===== src/rtl/core/implicit_list_heap_allocator_macros.svh =====
// ---------------------------------------------------------------------------
// Heap allocator assertion macros
// Shared concurrent assertion forms for the allocator RTL.
// ---------------------------------------------------------------------------
`ifndef IMPLICIT_LIST_HEAP_ALLOCATOR_MACROS_SVH
`define IMPLICIT_LIST_HEAP_ALLOCATOR_MACROS_SVH

// Same-cycle implication.
`define ILHA_ASSERT_IMPL(label, clk, rst_n, ante, cons, msg) \
	label: assert property (@(posedge clk) disable iff (!rst_n) (ante) |-> (cons)) \
		else $error(msg);

// Next-cycle implication.
`define ILHA_ASSERT_NEXT(label, clk, rst_n, ante, cons, msg) \
	label: assert property (@(posedge clk) disable iff (!rst_n) (ante) |=> (cons)) \
		else $error(msg);

`endif


===== src/rtl/core/ilha_pkg.sv =====
`timescale 1ns / 1ps
// ---------------------------------------------------------------------------
// Heap allocator package
// Transaction types, codes and controller/datapath interface structs.
// ---------------------------------------------------------------------------
package ilha_pkg;

	localparam int HEAP_UNITS_DEF = 8192;
	localparam int ALIGN_BYTES    = 8;
	localparam int HDR_BYTES      = 8;
	localparam int MAX_SPAN       = 65536;

	localparam int SIZE_W    = 17;
	localparam int OFF_W     = 16;
	localparam int WORD_W    = 16;
	localparam int POS_W     = 19;
	localparam int CFG_IDX_W = 1;

	localparam logic [2:0]        SIZE_MASK = 3'h7;
	localparam logic [WORD_W-1:0] USED_BIT  = 16'h0001;

	localparam logic [CFG_IDX_W-1:0] REG_HEAP_SIZE   = 1'b0;
	localparam logic [CFG_IDX_W-1:0] REG_MAX_REQUEST = 1'b1;

	typedef enum logic [1:0] {
		FUNC_ALLOC    = 2'd0,
		FUNC_FREE     = 2'd1,
		FUNC_VALIDATE = 2'd2,
		FUNC_INIT     = 2'd3
	} func_t;

	typedef enum logic [1:0] {
		ST_OK      = 2'd0,
		ST_REJECT  = 2'd1,
		ST_NOFIT   = 2'd2,
		ST_INVALID = 2'd3
	} status_t;

	typedef enum logic [2:0] {
		WR_NONE,
		WR_CLEAR,
		WR_SPLIT,
		WR_ALLOC,
		WR_FREE,
		WR_INIT
	} wr_sel_t;

	typedef enum logic [1:0] {
		RD_NONE,
		RD_POS,
		RD_FREE
	} rd_sel_t;

	typedef struct packed {
		logic [1:0]        func;
		logic [SIZE_W-1:0] request_bytes;
		logic [OFF_W-1:0]  block_offset;
	} req_t;

	typedef struct packed {
		logic [1:0]       status;
		logic [OFF_W-1:0] payload_offset;
	} rsp_t;

	typedef struct packed {
		logic    load;
		rd_sel_t rd_sel;
		logic    adv;
		wr_sel_t wr_sel;
		logic    set_res;
		status_t res_status;
		logic    res_payload;
		logic    out_load;
	} dp_cmd_t;

	typedef struct packed {
		func_t func;
		logic  clr_last;
		logic  walk_done;
		logic  req_bad;
		logic  free_bad;
		logic  init_bad;
		logic  fit;
		logic  split_ok;
		logic  used;
		logic  span_bad;
	} dp_sts_t;

endpackage


===== src/rtl/core/ilha_ctrl.sv =====
`timescale 1ns / 1ps
// ---------------------------------------------------------------------------
// Heap allocator controller
// Sequences the clearing pass, header walks and result handover.
// ---------------------------------------------------------------------------
`include "implicit_list_heap_allocator_macros.svh"

module ilha_ctrl (
	input  logic              clk,
	input  logic              arst_n,
	input  logic              req_valid,
	output logic              req_stall,
	output logic              rsp_valid,
	input  logic              rsp_stall,
	input  ilha_pkg::dp_sts_t sts,
	output ilha_pkg::dp_cmd_t cmd
);

	typedef enum logic [3:0] {
		S_CLEAR,
		S_IDLE,
		S_DECODE,
		S_A_CHK,
		S_A_EVAL,
		S_A_MARK,
		S_F_EVAL,
		S_V_CHK,
		S_V_EVAL,
		S_RESP
	} state_t;

	state_t state_q;
	state_t state_d;
	logic   rsp_valid_q;

	always_comb begin
		state_d         = state_q;
		cmd             = '0;
		cmd.rd_sel      = ilha_pkg::RD_NONE;
		cmd.wr_sel      = ilha_pkg::WR_NONE;
		cmd.res_status  = ilha_pkg::ST_OK;
		case (state_q)
			S_CLEAR: begin
				cmd.wr_sel = ilha_pkg::WR_CLEAR;
				if (sts.clr_last) begin
					state_d = S_IDLE;
				end
			end
			S_IDLE: begin
				if (req_valid) begin
					cmd.load = 1'b1;
					state_d  = S_DECODE;
				end
			end
			S_DECODE: begin
				case (sts.func)
					ilha_pkg::FUNC_ALLOC: begin
						if (sts.req_bad) begin
							cmd.set_res    = 1'b1;
							cmd.res_status = ilha_pkg::ST_REJECT;
							state_d        = S_RESP;
						end else begin
							state_d = S_A_CHK;
						end
					end
					ilha_pkg::FUNC_FREE: begin
						if (sts.free_bad) begin
							cmd.set_res    = 1'b1;
							cmd.res_status = ilha_pkg::ST_REJECT;
							state_d        = S_RESP;
						end else begin
							cmd.rd_sel = ilha_pkg::RD_FREE;
							state_d    = S_F_EVAL;
						end
					end
					ilha_pkg::FUNC_VALIDATE: begin
						state_d = S_V_CHK;
					end
					default: begin
						cmd.set_res = 1'b1;
						if (sts.init_bad) begin
							cmd.res_status = ilha_pkg::ST_INVALID;
						end else begin
							cmd.wr_sel = ilha_pkg::WR_INIT;
						end
						state_d = S_RESP;
					end
				endcase
			end
			S_A_CHK: begin
				if (sts.walk_done) begin
					cmd.set_res    = 1'b1;
					cmd.res_status = ilha_pkg::ST_NOFIT;
					state_d        = S_RESP;
				end else begin
					cmd.rd_sel = ilha_pkg::RD_POS;
					state_d    = S_A_EVAL;
				end
			end
			S_A_EVAL: begin
				if (!sts.fit) begin
					cmd.adv = 1'b1;
					state_d = S_A_CHK;
				end else if (sts.split_ok) begin
					cmd.wr_sel = ilha_pkg::WR_SPLIT;
					state_d    = S_A_MARK;
				end else begin
					cmd.wr_sel      = ilha_pkg::WR_ALLOC;
					cmd.set_res     = 1'b1;
					cmd.res_payload = 1'b1;
					state_d         = S_RESP;
				end
			end
			S_A_MARK: begin
				// read data still holds the block header, so split_ok is unchanged
				cmd.wr_sel      = ilha_pkg::WR_ALLOC;
				cmd.set_res     = 1'b1;
				cmd.res_payload = 1'b1;
				state_d         = S_RESP;
			end
			S_F_EVAL: begin
				cmd.set_res = 1'b1;
				if (sts.used) begin
					cmd.wr_sel = ilha_pkg::WR_FREE;
				end else begin
					cmd.res_status = ilha_pkg::ST_REJECT;
				end
				state_d = S_RESP;
			end
			S_V_CHK: begin
				// overrun is caught per header, so reaching the end means exact tiling
				if (sts.walk_done) begin
					cmd.set_res = 1'b1;
					state_d     = S_RESP;
				end else begin
					cmd.rd_sel = ilha_pkg::RD_POS;
					state_d    = S_V_EVAL;
				end
			end
			S_V_EVAL: begin
				if (sts.span_bad) begin
					cmd.set_res    = 1'b1;
					cmd.res_status = ilha_pkg::ST_INVALID;
					state_d        = S_RESP;
				end else begin
					cmd.adv = 1'b1;
					state_d = S_V_CHK;
				end
			end
			S_RESP: begin
				if (!rsp_valid_q || !rsp_stall) begin
					cmd.out_load = 1'b1;
					state_d      = S_IDLE;
				end
			end
			default: begin
				state_d = S_IDLE;
			end
		endcase
	end

	always_ff @(posedge clk or negedge arst_n) begin
		if (!arst_n) begin
			state_q     <= S_CLEAR;
			rsp_valid_q <= 1'b0;
		end else begin
			state_q <= state_d;
			if (cmd.out_load) begin
				rsp_valid_q <= 1'b1;
			end else if (!rsp_stall) begin
				rsp_valid_q <= 1'b0;
			end
		end
	end

	assign req_stall = state_q != S_IDLE;
	assign rsp_valid = rsp_valid_q;

	`ILHA_ASSERT_NEXT(a_res_to_resp, clk, arst_n, cmd.set_res, state_q == S_RESP, "result set outside completion path")
	`ILHA_ASSERT_IMPL(a_clear_quiet, clk, arst_n, state_q == S_CLEAR, !cmd.load && !cmd.out_load && (cmd.rd_sel == ilha_pkg::RD_NONE), "activity during clearing pass")
	`ILHA_ASSERT_NEXT(a_out_kept, clk, arst_n, rsp_valid_q && rsp_stall, rsp_valid_q, "pending result dropped")

endmodule


===== config.mk =====
export PLATFORM = sky130hd
export DESIGN_NAME = ilha_ctrl
export DESIGN_NICKNAME = d
export VERILOG_FILES = /design/src/rtl/core/ilha_pkg.sv /design/src/rtl/core/ilha_ctrl.sv
export VERILOG_INCLUDE_DIRS = /design/src /design/src/rtl/core
export SDC_FILE = /design/constraint.sdc
export NUM_CORES = 1
export LEC_CHECK = 0
export BUFFER_PORTS_ARGS = -buffer_cell sky130_fd_sc_hd__buf_2
export CORE_MARGIN = 3
export CORE_UTILIZATION = 30
export CTS_BUF_LIST = sky130_fd_sc_hd__clkbuf_4 sky130_fd_sc_hd__clkbuf_8 sky130_fd_sc_hd__clkbuf_16
export CTS_CLUSTER_SIZE = 8
export DETAILED_ROUTE_END_ITERATION = 16
export PLACE_DENSITY = 0.58
export SLEW_MARGIN = 20
export SYNTH_ARGS = -nofsm -noshare
export SYNTH_HDL_FRONTEND = slang
export SYNTH_SLANG_ARGS = --single-unit

===== constraint.sdc =====
create_clock -name clk -period 1.9 [get_ports clk]
set_input_delay 0.38 -clock clk [delete_from_list [all_inputs] [get_ports clk]]
set_output_delay 0.38 -clock clk [all_outputs]
set_load 0.05 [all_outputs]

==> results_dict.tcl <==
set metrics [dict create \
    syn_area_um2 589 \
    postPlaceCellArea_um2 826 \
    timing.fmax_ghz 0.505 \
    fin_nets 132 \
    syn2layout_area_growth_pct 77.5 \
    ant_nets 0 \
    path_class "reg2out" \
    clockPowerShare_pct 8.5 \
    path_buf_inv 2 \
    p_int_mw 0.731 \
    start_util_pct 33.1 \
    grt_antenna_before_repair 0 \
    ys_top_cells_by_area "dfrtp_1 21%, nor3b_1 8.9%, nand2b_1 4.2%" \
    io_pins 29 \
    slew_viol_final 0 \
    drtIter0Drc 10 \
    cpPeakStageDelay_ps 560 \
    avgSynthCellArea_um2 8.07 \
    grt_pass1_wl_um 3020 \
    first_global_vias 710 \
    failed_checks "setup timing" \
    cp_slowest_cell "or4b_4" \
    nFillCells 177 \
    rows 15 \
    finalInstanceArea_mm2 0.00105 \
    die_width_um 50.3 \
    synth_top_cell_area_share_pct 21.2 \
    finalSetupViolations 3 \
    wl_um 1990 \
    required_ps 1520 \
    synthCells 73 \
    diodes 0 \
    ctsRootBufferMaster "clkbuf_4" \
    powerDensity_mw_per_mm2 1480 \
    rsz0062_at_grt "true" \
    vias 753 \
    utilization_pct 58.7 \
    coreArea_mm2 0.00178 \
    clk_path_buf_depth 2 \
    synth_top_area_cell "dfrtp_1" \
    p_leak_nw 0.480 \
    p_sw_mw 0.819 \
    gp_congestion 0.813 \
    synth_warnings 0 \
    syn-num-nets 88 \
    tightestPinTransition_ps 300 \
    drv_cap 0 \
    synth_cell_types 36 \
    drc_errors 0 \
    firstDrtPassIters 4 \
    switching_share_pct 52.9 \
    final_hold_viol_count 0 \
    path_delay_family "simple AND/OR/NAND/NOR gates" \
    layout_setup_ws_ps -78.8 \
    arrival_ps 1600 \
    drive_above_1_share_pct 54.3 \
    insertion_delay_ps 230 \
    die_height_um 50.3 \
    cts.sinks 5 \
    slew_headroom_pct 79.7 \
    grt-ovfl-total 0 \
    timing.critical_path.from_type "register" \
    skew_ps 2.70 \
    fp.dieArea_mm2 0.00253 \
    htreeDepth 1 \
    cts_buffers 3 \
    clk_pin_slew_ps 40 \
    post_drt_wl_per_cell_um 14.1 \
    grt_start_max_net_pins 16 \
    p_comb_share_pct 80.3 \
    hpwl_um 1450 \
    cts_tree "built" \
    hold_class "in2reg" \
    fin_crit_ps 1980 \
    regArea_um2 125 \
    run_status "finished, violations left" \
    crit_path_end_kind "output pin" \
    grt_usage_pct 15.3 \
    io_buffers 28 \
    multiInputGateArea_um2 513 \
    vias_per_cell 5.34 \
    seqPwrFrac_pct 11.2 \
    crit_fanout 3 \
    critical_path.cell_chain "or4b_4, buf_6, o21ai_4, buf_6" \
    path_common_cell "buf_6" \
    irDropWorstVdd_v 0.000848 \
    ys_seq_area_share_pct 21.2 \
    period_share_pct 104 \
    ys_seq_elements 5 \
]
==> worst register-to-register path: cells and delay by family (launching register included) <==
family                 cells  cell delay, ps
AOI/OAI and AO/OA          1             140
buffers and inverters      2             280
and+or+nand+nor            2             770
DFF                        1             370
==> flip-flops by register name (all words and copies together) (netlist names) <==
register / cells
state_q: 4
rsp_valid: 1
==> per-stage QoR <==
step / worst slack [ps] / power, mW / std cells / hold slack (ps) / TNS [ps]
2_1_floorplan: -233 / 0.914 / 73 / 84.4 / -697
3_3_place_gp: 69.2 / 1.18 / 131 / 197 / 0
3_5_place_dp: 65.0 / 1.19 / 131 / 197 / 0
4_1_cts: -96.4 / 1.45 / 138 / 391 / -283
5_1_grt: -138 / 1.65 / 141 / 399 / -712
6_report: -78.8 / 1.55 / 141 / 407 / -207
==> cells in the mapped netlist <==
| master | count |
|---|---|
| o21ai_0 | 2 |
| buf_2 | 3 |
| or4b_4 | 1 |
| o31ai_1 | 1 |
| and2b_1 | 1 |
| a31o_2 | 1 |
| inv_1 | 5 |
| and3b_1 | 1 |
| mux2i_1 | 1 |
| o21a_1 | 2 |
| and4b_1 | 1 |
| and2_1 | 1 |
| o211a_1 | 1 |
| nor4_1 | 1 |
| nor3b_1 | 7 |
| o32a_1 | 1 |
| o211ai_1 | 2 |
| o2111ai_1 | 1 |
| a32oi_1 | 2 |
| nor3_1 | 2 |
| nor3_2 | 1 |
| nor4bb_1 | 2 |
| nor2_1 | 4 |
| o311ai_0 | 1 |
| clkbuf_1 | 1 |
| nor2b_1 | 4 |
| o31a_1 | 1 |
| a31oi_1 | 2 |
| o32ai_2 | 1 |
| a211oi_1 | 1 |
| nand3_1 | 2 |
| nand2b_1 | 4 |
| nand2_1 | 4 |
| o2bb2ai_1 | 2 |
| o21bai_1 | 1 |
| dfrtp_1 | 5 |
==> per-layer routing <==
layer	routed length, µm	GRT usage (%)
met5	0	0
met4	0	4.48
met3	92	3.26
met2	1030	24.1
met1	876	20.8
==> layout make-up <==
class                           count  area share, %
Multi-Input combinational cell     59           49.0
Timing Repair Buffer               43           31.3
Sequential cell                     5           12.0
Tap cell                           25           2.99
Clock buffer                        4           2.87
Inverter                            5           1.79
==> cell families (layout without fill, tap and decap cells) <==
group	Yosys count	after routing	synth area share [%]
flip-flops	5	5	21.2
AO/OA/AOI/OAI	22	22	30.8
multiplexers	1	1	1.70
AND/OR/NAND/NOR	36	36	39.9
buffers and inverters	9	52	6.37
==> cells in the final DEF (no fill, tap or decap), types with 3 or more instances in the layout <==
master and instances:
buf_2 17, buf_4 13, buf_6 12, clkbuf_4 4, dfrtp_1 5, inv_1 5, nand2_1 4, nand2b_1 4
nor2b_1 3, nor3_2 3, nor3b_1 3, nor3b_2 4
==> worst paths after layout <==
path	from	endpoint	slack [ps]	cells past startpoint
worst max-delay path	state_q[0]	cmd[3]	-80	4
worst min-delay path	sts[8]	state_q[0]	410	2
worst max register to register	state_q[0]	state_q[1]	290	5
worst min register to register	rsp_valid	rsp_valid	550	2
max in group asynchronous	arst_n	state_q[0]	1280	2
min in group asynchronous	arst_n	state_q[1]	490	2
==> power groups by stage <==
stage,registers (mW),logic (mW),clock network [mW]
after floorplan,0.217,0.697,0
after global placement,0.170,1.01,0
after detailed placement,0.172,1.02,0
after CTS,0.172,1.14,0.138
after global routing,0.182,1.32,0.150
final,0.173,1.25,0.131
==> repair_timing <==
action,in CTS,in global routing
hold buffers,1,0
setup endpoints to repair,9,12
cloned,0,0
gates resized for setup,22,15
setup buffers,2,3
pin swaps,5,4
hold endpoints to repair,5,0
Note: power is estimated with default switching activity, not from simulation.
